[config.mk]
export PLATFORM = sky130hd
export DESIGN_NAME = date_time_to_epoch_ms_top
export DESIGN_NICKNAME = d
export VERILOG_FILES = /design/src/hw/rtl/dtem_pkg.sv /design/src/hw/rtl/dtem_check.sv /design/src/hw/rtl/dtem_days.sv /design/src/hw/rtl/dtem_scale.sv /design/src/hw/rtl/date_time_to_epoch_ms_top.sv
export SDC_FILE = /design/constraint.sdc
export NUM_CORES = 2
export LEC_CHECK = 0
export ABC_AREA = 1
export BUFFER_PORTS_ARGS = -buffer_cell sky130_fd_sc_hd__buf_4
export CAP_MARGIN = 20
export CORE_MARGIN = 5
export CORE_UTILIZATION = 59
export DETAILED_ROUTE_END_ITERATION = 7
export PLACE_DENSITY = 0.79
export SETUP_SLACK_MARGIN = 0.15
export SYNTH_ARGS = -nofsm -noshare
export SYNTH_HDL_FRONTEND = slang
export SYNTH_HIERARCHICAL = 1
export SYNTH_SLANG_ARGS = --single-unit
[constraint.sdc]
create_clock -name clk -period 5.23 [get_ports clk]
set_clock_uncertainty 0.1 [all_clocks]
set_input_delay 0 -clock clk [delete_from_list [all_inputs] [get_ports clk]]
set_output_delay 0 -clock clk [all_outputs]
set_load 0.005 [all_outputs]
[src/hw/rtl/dtem_pkg.sv]
// shared types, constants and lookup functions for the date/time to epoch ms pipeline
// used by every module of the block but dtem_checker; depends on nothing

package dtem_pkg;

  // field widths
  localparam int YEAR_W  = 14;
  localparam int MONTH_W = 4;
  localparam int DAY_W   = 5;
  localparam int HOUR_W  = 5;
  localparam int MIN_W   = 6;
  localparam int MS_W    = 16;
  localparam int EPOCH_W = 49;
  localparam int TDATA_IN_W  = 56;
  localparam int TDATA_OUT_W = 56;

  // internal widths
  localparam int T_W     = 15;   // year plus offset
  localparam int Q_W     = 6;    // 400-year cycle index plus bias
  localparam int R400_W  = 9;    // year within the 400-year cycle
  localparam int DOY_W   = 9;    // day within the year
  localparam int DAYS_W  = 23;   // signed day count
  localparam int TOD_W   = 27;   // milliseconds within the day
  localparam int PROD_W  = 30;

  // validity limits
  localparam logic [YEAR_W-1:0]  YEAR_MAX    = 14'd9999;
  localparam logic [MONTH_W-1:0] MONTH_FIRST = 4'd1;
  localparam logic [MONTH_W-1:0] MONTH_LAST  = 4'd12;
  localparam logic [MONTH_W-1:0] MONTH_FEB   = 4'd2;
  localparam logic [HOUR_W-1:0]  HOURS_LIM   = 5'd24;
  localparam logic [MIN_W-1:0]   MINUTES_LIM = 6'd60;
  localparam logic [MS_W-1:0]    MS_LIM      = 16'd60000;

  // year shift: year + 430 = (year - 1970) + 6 * 400, never negative
  localparam logic [T_W-1:0]    YEAR_OFFSET = 15'd430;
  localparam logic [Q_W-1:0]    CYCLE_BIAS  = 6'd6;
  // floor(t / 400) = (t * 41944) >> 24, exact for t below 2^15
  localparam logic [PROD_W-1:0] RECIP_400   = 30'd41944;
  localparam int                RECIP_SHIFT = 24;
  localparam logic [T_W-1:0]    YEARS_400   = 15'd400;

  // century years inside a cycle counted from 1970
  localparam logic [R400_W-1:0] CENT_A      = 9'd130;
  localparam logic [R400_W-1:0] CENT_B      = 9'd230;
  localparam logic [R400_W-1:0] CENT_C      = 9'd330;

  localparam logic [DAYS_W-1:0] DAYS_400Y   = 23'd146097;
  localparam logic [DAYS_W-1:0] DAYS_4Y     = 23'd1461;
  localparam logic [DAYS_W-1:0] DAYS_1Y     = 23'd365;

  localparam logic [TOD_W-1:0]  MS_PER_HOUR = 27'd3600000;
  localparam logic [TOD_W-1:0]  MS_PER_MIN  = 27'd60000;
  localparam logic signed [27:0] MS_PER_DAY = 28'sd86400000;

  // one input request
  typedef struct packed {
    logic [YEAR_W-1:0]  year;
    logic [MONTH_W-1:0] month;
    logic [DAY_W-1:0]   day;
    logic [HOUR_W-1:0]  hours;
    logic [MIN_W-1:0]   minutes;
    logic [MS_W-1:0]    seconds_ms;
  } req_t;

  // after the range checks and the 400-year division
  typedef struct packed {
    logic [YEAR_W-1:0]  year;
    logic [MONTH_W-1:0] month;
    logic [DAY_W-1:0]   day;
    logic [HOUR_W-1:0]  hours;
    logic [MIN_W-1:0]   minutes;
    logic [MS_W-1:0]    seconds_ms;
    logic [Q_W-1:0]     q;
    logic               ok;
  } s1_t;

  // cycle split, day of year and time of day
  typedef struct packed {
    logic [R400_W-1:0] r400;
    logic [Q_W-1:0]    p400;
    logic [DOY_W-1:0]  doy;
    logic              past_feb;
    logic              ok;
    logic [TOD_W-1:0]  tod;
  } s2_t;

  // signed day count since the epoch
  typedef struct packed {
    logic [DAYS_W-1:0] days;
    logic              ok;
    logic [TOD_W-1:0]  tod;
  } s3_t;

  // day count scaled to milliseconds
  typedef struct packed {
    logic [EPOCH_W-1:0] prod;
    logic               ok;
    logic [TOD_W-1:0]   tod;
  } s4_t;

  // one result
  typedef struct packed {
    logic               valid_res;
    logic [EPOCH_W-1:0] epoch_ms;
  } res_t;

  // days in the year before the first of the month
  function automatic logic [DOY_W-1:0] days_before(input logic [MONTH_W-1:0] month);
    logic [DOY_W-1:0] d;
    case (month)
      4'd1:    d = 9'd0;
      4'd2:    d = 9'd31;
      4'd3:    d = 9'd59;
      4'd4:    d = 9'd90;
      4'd5:    d = 9'd120;
      4'd6:    d = 9'd151;
      4'd7:    d = 9'd181;
      4'd8:    d = 9'd212;
      4'd9:    d = 9'd243;
      4'd10:   d = 9'd273;
      4'd11:   d = 9'd304;
      4'd12:   d = 9'd334;
      default: d = 9'd0;
    endcase
    return d;
  endfunction

  // length of the month, leap February included
  function automatic logic [DAY_W-1:0] month_len(input logic [MONTH_W-1:0] month,
                                                 input logic leap);
    logic [DAY_W-1:0] n;
    case (month)
      4'd1, 4'd3, 4'd5, 4'd7, 4'd8, 4'd10, 4'd12: n = 5'd31;
      4'd4, 4'd6, 4'd9, 4'd11:                    n = 5'd30;
      4'd2:    n = leap ? 5'd29 : 5'd28;
      default: n = 5'd0;
    endcase
    return n;
  endfunction

endpackage

[src/hw/rtl/dtem_check.sv]
// first two pipeline stages: range checks, 400-year division, day of year, time of day
// depends on dtem_pkg

module dtem_check (
  input  logic            clk,
  input  logic            rst,
  input  logic            in_valid,
  output logic            in_ready,
  input  dtem_pkg::req_t  in_item,
  output logic            out_valid,
  input  logic            out_ready,
  output dtem_pkg::s2_t   out_item
);

  logic            v1;
  dtem_pkg::s1_t   s1;
  dtem_pkg::s1_t   s1_next;
  logic            ready1;
  logic            ready2;
  logic [dtem_pkg::T_W-1:0]    t1;
  logic [dtem_pkg::PROD_W-1:0] prod1;

  logic [dtem_pkg::T_W-1:0]    t2;
  logic [dtem_pkg::T_W-1:0]    q400;
  logic [dtem_pkg::T_W-1:0]    diff;
  logic [dtem_pkg::R400_W-1:0] r400;
  logic                        leap;
  logic                        past_feb;
  logic                        bump;
  dtem_pkg::s2_t               s2_next;

  // stage handshake: a stage loads when it is empty or its content moves on
  assign ready2   = !out_valid || out_ready;
  assign ready1   = !v1 || ready2;
  assign in_ready = ready1;

  // stage 1: range checks and reciprocal multiply for floor(t / 400)
  assign t1    = {1'b0, in_item.year} + dtem_pkg::YEAR_OFFSET;
  assign prod1 = dtem_pkg::PROD_W'(t1) * dtem_pkg::RECIP_400;

  always_comb begin
    s1_next.year       = in_item.year;
    s1_next.month      = in_item.month;
    s1_next.day        = in_item.day;
    s1_next.hours      = in_item.hours;
    s1_next.minutes    = in_item.minutes;
    s1_next.seconds_ms = in_item.seconds_ms;
    s1_next.q          = prod1[dtem_pkg::RECIP_SHIFT +: dtem_pkg::Q_W];
    s1_next.ok         = (in_item.year != '0) && (in_item.year <= dtem_pkg::YEAR_MAX) &&
                         (in_item.month >= dtem_pkg::MONTH_FIRST) &&
                         (in_item.month <= dtem_pkg::MONTH_LAST) &&
                         (in_item.day != '0) &&
                         (in_item.hours < dtem_pkg::HOURS_LIM) &&
                         (in_item.minutes < dtem_pkg::MINUTES_LIM) &&
                         (in_item.seconds_ms < dtem_pkg::MS_LIM);
  end

  always_ff @(posedge clk) begin
    if (rst) begin
      v1 <= 1'b0;
    end else if (ready1) begin
      v1 <= in_valid;
    end
  end

  always_ff @(posedge clk) begin
    if (ready1 && in_valid) begin
      s1 <= s1_next;
    end
  end

  // stage 2: remainder in the cycle, leap test, month length, day of year, time of day
  assign t2       = {1'b0, s1.year} + dtem_pkg::YEAR_OFFSET;
  assign q400     = dtem_pkg::T_W'(s1.q) * dtem_pkg::YEARS_400;
  assign diff     = t2 - q400;
  assign r400     = diff[dtem_pkg::R400_W-1:0];
  // year divisible by 4 and not a plain century (centuries land on 130, 230, 330)
  assign leap     = (s1.year[1:0] == 2'b00) && (r400 != dtem_pkg::CENT_A) &&
                    (r400 != dtem_pkg::CENT_B) && (r400 != dtem_pkg::CENT_C);
  assign past_feb = s1.month > dtem_pkg::MONTH_FEB;
  // third year of each 4-year group counted from 1970 is the leap one
  assign bump     = (r400[1:0] == 2'd2) && past_feb;

  always_comb begin
    s2_next.r400     = r400;
    s2_next.p400     = s1.q - dtem_pkg::CYCLE_BIAS;
    s2_next.doy      = dtem_pkg::DOY_W'(s1.day) - dtem_pkg::DOY_W'(1) +
                       dtem_pkg::days_before(s1.month) + dtem_pkg::DOY_W'(bump);
    s2_next.past_feb = past_feb;
    s2_next.ok       = s1.ok && (s1.day <= dtem_pkg::month_len(s1.month, leap));
    s2_next.tod      = dtem_pkg::TOD_W'(s1.hours) * dtem_pkg::MS_PER_HOUR +
                       dtem_pkg::TOD_W'(s1.minutes) * dtem_pkg::MS_PER_MIN +
                       dtem_pkg::TOD_W'(s1.seconds_ms);
  end

  always_ff @(posedge clk) begin
    if (rst) begin
      out_valid <= 1'b0;
    end else if (ready2) begin
      out_valid <= v1;
    end
  end

  always_ff @(posedge clk) begin
    if (ready2 && v1) begin
      out_item <= s2_next;
    end
  end

endmodule

[src/hw/rtl/dtem_days.sv]
// third pipeline stage: assembles the signed day count from cycles, years and corrections
// depends on dtem_pkg

module dtem_days (
  input  logic           clk,
  input  logic           rst,
  input  logic           in_valid,
  output logic           in_ready,
  input  dtem_pkg::s2_t  in_item,
  output logic           out_valid,
  input  logic           out_ready,
  output dtem_pkg::s3_t  out_item
);

  logic [dtem_pkg::DAYS_W-1:0] p_ext;
  logic [1:0]                  r4;
  logic                        c_a;
  logic                        c_b;
  logic                        c_c;
  dtem_pkg::s3_t               s3_next;

  assign in_ready = !out_valid || out_ready;

  // century corrections once past February 29 of a skipped century
  assign r4    = in_item.r400[1:0];
  assign c_a   = (in_item.r400 > dtem_pkg::CENT_A) ||
                 ((in_item.r400 == dtem_pkg::CENT_A) && in_item.past_feb);
  assign c_b   = (in_item.r400 > dtem_pkg::CENT_B) ||
                 ((in_item.r400 == dtem_pkg::CENT_B) && in_item.past_feb);
  assign c_c   = (in_item.r400 > dtem_pkg::CENT_C) ||
                 ((in_item.r400 == dtem_pkg::CENT_C) && in_item.past_feb);
  assign p_ext = {{(dtem_pkg::DAYS_W-dtem_pkg::Q_W){in_item.p400[dtem_pkg::Q_W-1]}},
                  in_item.p400};

  // two's complement sum, wraps only for requests that fail the checks
  always_comb begin
    s3_next.days = p_ext * dtem_pkg::DAYS_400Y +
                   dtem_pkg::DAYS_W'(in_item.r400[dtem_pkg::R400_W-1:2]) * dtem_pkg::DAYS_4Y +
                   dtem_pkg::DAYS_W'(r4) * dtem_pkg::DAYS_1Y +
                   dtem_pkg::DAYS_W'(r4 == 2'd3) +
                   dtem_pkg::DAYS_W'(in_item.doy) -
                   dtem_pkg::DAYS_W'(c_a) - dtem_pkg::DAYS_W'(c_b) - dtem_pkg::DAYS_W'(c_c);
    s3_next.ok   = in_item.ok;
    s3_next.tod  = in_item.tod;
  end

  always_ff @(posedge clk) begin
    if (rst) begin
      out_valid <= 1'b0;
    end else if (in_ready) begin
      out_valid <= in_valid;
    end
  end

  always_ff @(posedge clk) begin
    if (in_ready && in_valid) begin
      out_item <= s3_next;
    end
  end

endmodule

[src/hw/rtl/dtem_scale.sv]
// last two pipeline stages: day count times ms per day, then time of day added and gated
// depends on dtem_pkg

module dtem_scale (
  input  logic           clk,
  input  logic           rst,
  input  logic           in_valid,
  output logic           in_ready,
  input  dtem_pkg::s3_t  in_item,
  output logic           out_valid,
  input  logic           out_ready,
  output dtem_pkg::res_t out_item
);

  logic                               v4;
  dtem_pkg::s4_t                      s4;
  dtem_pkg::s4_t                      s4_next;
  logic                               ready4;
  logic                               ready5;
  logic signed [dtem_pkg::EPOCH_W+1:0] mul;
  logic [dtem_pkg::EPOCH_W-1:0]       sum;
  dtem_pkg::res_t                     res_next;

  assign ready5   = !out_valid || out_ready;
  assign ready4   = !v4 || ready5;
  assign in_ready = ready4;

  // stage 4: signed 23 x 28 multiply
  assign mul = $signed(in_item.days) * dtem_pkg::MS_PER_DAY;

  always_comb begin
    s4_next.prod = mul[dtem_pkg::EPOCH_W-1:0];
    s4_next.ok   = in_item.ok;
    s4_next.tod  = in_item.tod;
  end

  always_ff @(posedge clk) begin
    if (rst) begin
      v4 <= 1'b0;
    end else if (ready4) begin
      v4 <= in_valid;
    end
  end

  always_ff @(posedge clk) begin
    if (ready4 && in_valid) begin
      s4 <= s4_next;
    end
  end

  // stage 5: add time of day, zero count for rejected requests
  assign sum = s4.prod + dtem_pkg::EPOCH_W'(s4.tod);

  always_comb begin
    res_next.valid_res = s4.ok;
    res_next.epoch_ms  = s4.ok ? sum : '0;
  end

  always_ff @(posedge clk) begin
    if (rst) begin
      out_valid <= 1'b0;
    end else if (ready5) begin
      out_valid <= v4;
    end
  end

  always_ff @(posedge clk) begin
    if (ready5 && v4) begin
      out_item <= res_next;
    end
  end

endmodule

[src/hw/rtl/date_time_to_epoch_ms_top.sv]
// top level: calendar date and time of day to signed milliseconds since 1970-01-01
// depends on dtem_pkg, dtem_check, dtem_days, dtem_scale
//
//   channel  | direction | payload
//   ---------+-----------+-------------------------------------------------------
//   s_*      | in        | tdata: year, month, day, hours, minutes, seconds_ms
//   m_*      | out       | tuser: valid_res; tdata: epoch_ms
//
// one request per cycle sustained when the output side is not stalled; five register
// stages: stages 1 and 2 in dtem_check, 3 in dtem_days, 4 and 5 in dtem_scale
// the slowest stage is the signed day count times ms-per-day multiplier
// rst is synchronous and clears only the stage valid bits
// each stage loads whenever it is empty or its content moves on, so bubbles close up
// and s_tready stays high while any stage is free, even with a result held at m_*

module date_time_to_epoch_ms_top (
  input  logic        clk,
  input  logic        rst,
  input  logic        s_tvalid,
  output logic        s_tready,
  input  logic [55:0] s_tdata,   // year[13:0], month[17:14], day[22:18], hours[27:23],
                                 // minutes[33:28], seconds_ms[49:34], zero pad above
  output logic        m_tvalid,
  input  logic        m_tready,
  output logic [55:0] m_tdata,   // epoch_ms[48:0] two's complement, zero pad above
  output logic [0:0]  m_tuser    // valid_res[0]
);

  dtem_pkg::req_t  req;
  dtem_pkg::s2_t   s2;
  dtem_pkg::s3_t   s3;
  dtem_pkg::res_t  res;
  logic            v2;
  logic            v3;
  logic            r2;
  logic            r3;

  // unpack the request
  assign req.year       = s_tdata[13:0];
  assign req.month      = s_tdata[17:14];
  assign req.day        = s_tdata[22:18];
  assign req.hours      = s_tdata[27:23];
  assign req.minutes    = s_tdata[33:28];
  assign req.seconds_ms = s_tdata[49:34];

  dtem_check u_check (
    .clk       (clk),
    .rst       (rst),
    .in_valid  (s_tvalid),
    .in_ready  (s_tready),
    .in_item   (req),
    .out_valid (v2),
    .out_ready (r2),
    .out_item  (s2)
  );

  dtem_days u_days (
    .clk       (clk),
    .rst       (rst),
    .in_valid  (v2),
    .in_ready  (r2),
    .in_item   (s2),
    .out_valid (v3),
    .out_ready (r3),
    .out_item  (s3)
  );

  dtem_scale u_scale (
    .clk       (clk),
    .rst       (rst),
    .in_valid  (v3),
    .in_ready  (r3),
    .in_item   (s3),
    .out_valid (m_tvalid),
    .out_ready (m_tready),
    .out_item  (res)
  );

  // pack the result
  assign m_tdata = {{(dtem_pkg::TDATA_OUT_W-dtem_pkg::EPOCH_W){1'b0}}, res.epoch_ms};
  assign m_tuser = res.valid_res;

endmodule

==> flow_metrics.env <==
export IMPL_status="finished with violations"
export IMPL_violations="setup timing"
export IMPL_gp_congestion=0.936
export IMPL_critPathArrivalTime_ns=5.58
export IMPL_synthCells=3912
export IMPL_crit_required_ns=5.43
export IMPL_synthDistinctLibCells=56
export IMPL_fmax_mhz=186
export IMPL_routed_wirelength_um=87500
export IMPL_hp_class="in2reg"
export IMPL_num_io_pins=119
export IMPL_hold_viol_final=0
export IMPL_synth_area_top_cells="edfxtp_1 (24%), ha_1 (20%), fa_1 (19%), inv_1 (11%), nand2_1 (7.9%)"
export IMPL_synth_ff_type="edfxtp_1"
export IMPL_drc_errors=0
export IMPL_ant_nets=0
export IMPL_tightestPinTransition_ns=0.922
export IMPL_cts_num_sinks=287
export IMPL_synthToLayoutAreaGrowth_pct=20.5
export IMPL_dpl_hpwl_um=66400
export IMPL_htreeDepth=2
export IMPL_setup_viol=3
export IMPL_drive_above_1_share_pct=19.6
export IMPL_stdcell_area_mm2=0.0413
export IMPL_relSlewSlack_pct=37.9
export IMPL_synth_warnings=6
export IMPL_critPathKind="reg2reg"
export IMPL_r2r_start="u_check/s1[33]"
export IMPL_viasPerCell=5.33
export IMPL_die_x_um=251
export IMPL_syn_area_per_cell_um2=8.75
export IMPL_std_cell_rows=88
export IMPL_firstDrtPassIters=6
export IMPL_hold_depth=2
export IMPL_critPathLaunchType="register"
export IMPL_grtUsageTotal_pct=25.5
export IMPL_rsz0062_at_grt="true"
export IMPL_holdCritStartpoint="s_tdata[23]"
export IMPL_min_period_ns=5.37
export IMPL_grt_remaining_overflow=0
export IMPL_ys_ff_latch=287
export IMPL_place_area_mm2=0.0372
export IMPL_max_cap_violations=0
export IMPL_synth_edf_count=273
export IMPL_reg2reg_depth=26
export IMPL_tritoncts="yes"
export IMPL_synth_common_cells="inv_1 (1,006), nand2_1 (718), ha_1 (545)"
export IMPL_routedWlPerCell_um=17.1
export IMPL_crit_path_end_kind="register"
export IMPL_cts_root_buf="clkbuf_16"
export IMPL_die_h_um=251
export IMPL_cts_buffers_inserted=34
export IMPL_clock_latency_ns=0.56
export IMPL_setup_ws_ns=-0.144
export IMPL_die_area_mm2=0.0629
export IMPL_post_route_period_util_pct=103
export IMPL_grt_start_max_net_pins=68
export IMPL_cp_max_fo=7
export IMPL_antenna_found_initial=2
export IMPL_vias=27200
export IMPL_core_mm2=0.0576
export IMPL_dr_first_iter_drc_count=1955
export IMPL_fin_hold_ws_ns=0.0769
export IMPL_clk_pin_slew_worst_paths_ns=0.06
export IMPL_syn_area_mm2=0.0342
export IMPL_async_flop_share_pct=0
export IMPL_nNetsFinal=5251
export IMPL_yosysMostFrequentCell="inv_1"
export IMPL_io_buffers=105
export IMPL_synth_top_cell_by_area="edfxtp_1"
export IMPL_rrSetupSlack_ns=-0.14
export IMPL_synth_top_area_share_pct=23.9
export IMPL_grt_pass1_wl_um=132000
export IMPL_finalMaxSlewViolations=0
export IMPL_r2r_end="u_check/out_item[26]"
export IMPL_grt_pass1_vias=26500
export IMPL_clockBufferDepth=3
export IMPL_ys_seq_area_share_pct=24.8
export IMPL_initial_core_util_pct=59.4
export IMPL_hold_end="u_check/s1[29]"
flip-flops by register name, indices dropped and copies added (netlist names), named ones only:
name	cells
u_check/out_item	53
u_check/out_valid	1
u_check/s1	52
u_check/v1	1
u_days/out_item	51
u_days/out_valid	1
u_scale/out_item	50
u_scale/out_valid	1
u_scale/res_next	1
u_scale/s4	66
u_scale/v4	1
cell usage in the layout (no fill, tap or decap), types with 14 or more instances in the layout:
master / count
a21oi_1: 135
a21oi_2: 38
buf_4: 302
buf_6: 17
clkbuf_16: 35
dfxtp_1: 14
dlygate4sd3_1: 52
edfxtp_1: 273
fa_1: 319
ha_1: 458
ha_2: 18
ha_4: 69
inv_1: 953
inv_2: 60
nand2_1: 639
nand2_2: 104
nand2_4: 17
nand3_1: 128
nand3_2: 30
nand4_1: 30
nor2_1: 180
nor2_2: 39
nor3_1: 25
o21ai_0: 65
o21ai_1: 21
o21bai_1: 15
xnor2_1: 37
xor2_1: 72
stage by stage:
| step | setup TNS (ns) | util, % | setup WS, ns | std cells |
|---|---|---|---|---|
| CTS | 0 | 68.0 | 0.0775 | 5044 |
| floorplan | 0 | - | 0.161 | 3918 |
| finish | -0.225 | 71.6 | -0.144 | 5108 |
| global route | -2.38 | 71.6 | -0.340 | 5108 |
| detailed placement | -0.401 | 64.5 | -0.0745 | 4911 |
| global placement | -0.00460 | 64.5 | -0.00460 | 4911 |
cells by family after synthesis:
group / Yosys count / synth area share, %
AOI/OAI and AO/OA: 333 / 5.36
xor gates and xnor gates: 125 / 3.24
adders and majority gates: 876 / 39.2
buffers and inverters: 1040 / 11.5
DFF: 287 / 24.8
other: 1 / 0.0110
and+or+nand+nor: 1250 / 15.9
routing by layer:
layer  GRT usage, %  share of wire (%)
met2           43.5                 49
met4           8.36                4.0
met1           34.0                 41
met3           3.46                6.0
met5              0                  0
layout make-up:
cell class	count	area, µm²
sequential	287	8480
inverter	1025	3880
clock buffer	38	897
tap	765	957
antenna	1	2.50
fill	3980	16300
multi-input combinational	2591	23800
clock inverter	24	184
timing repair buffer	377	3060
worst max path at each step:
stage                         startpoint  cells after the start                    to  slack [ns]
floorplan                     s_tdata[1]                     26         u_check/s1[1]        0.16
global placement    u_check/out_item[46]                     25   u_days/out_item[46]      -0.005
detailed placement  u_check/out_item[46]                     25   u_days/out_item[46]       -0.07
CTS                 u_check/out_item[41]                     18   u_days/out_item[47]        0.08
global route              u_check/s1[33]                     27  u_check/out_item[26]       -0.34
finish                    u_check/s1[33]                     26  u_check/out_item[26]       -0.14
critical path, cell delays in order (launching register included):
cell and delay, ns:
edfxtp_1 0.51, buf_6 0.18, ha_4 0.26, inv_2 0.04, fa_1 0.50, inv_1 0.05
fa_1 0.54, inv_2 0.06, ha_4 0.33, nand2_2 0.07, nor2_1 0.14, nand2_1 0.09
nand3_2 0.11, buf_4 0.12, a31oi_1 0.09, xnor2_1 0.29, ha_1 0.33, ha_4 0.34
nand3_2 0.11, nor3_2 0.22, nand2_1 0.10, nand2_2 0.11, nand4_1 0.15, nand2_2 0.13
nand2_2 0.05, nand2_1 0.06, nand2_1 0.04
repair_timing:
item / 4_1_cts / 5_1_grt
hold buffers: 52 / 5
resized for setup: 52 / 393
setup buffers: 19 / 58
pin swaps: 37 / 183
cloned: 0 / 0
setup endpoints to repair: 30 / 57
hold endpoints to repair: 60 / 5
Power is left out: the tool's default activity adds up to more than one toggle a clock period on the data nets, which glitch-free logic cannot reach.
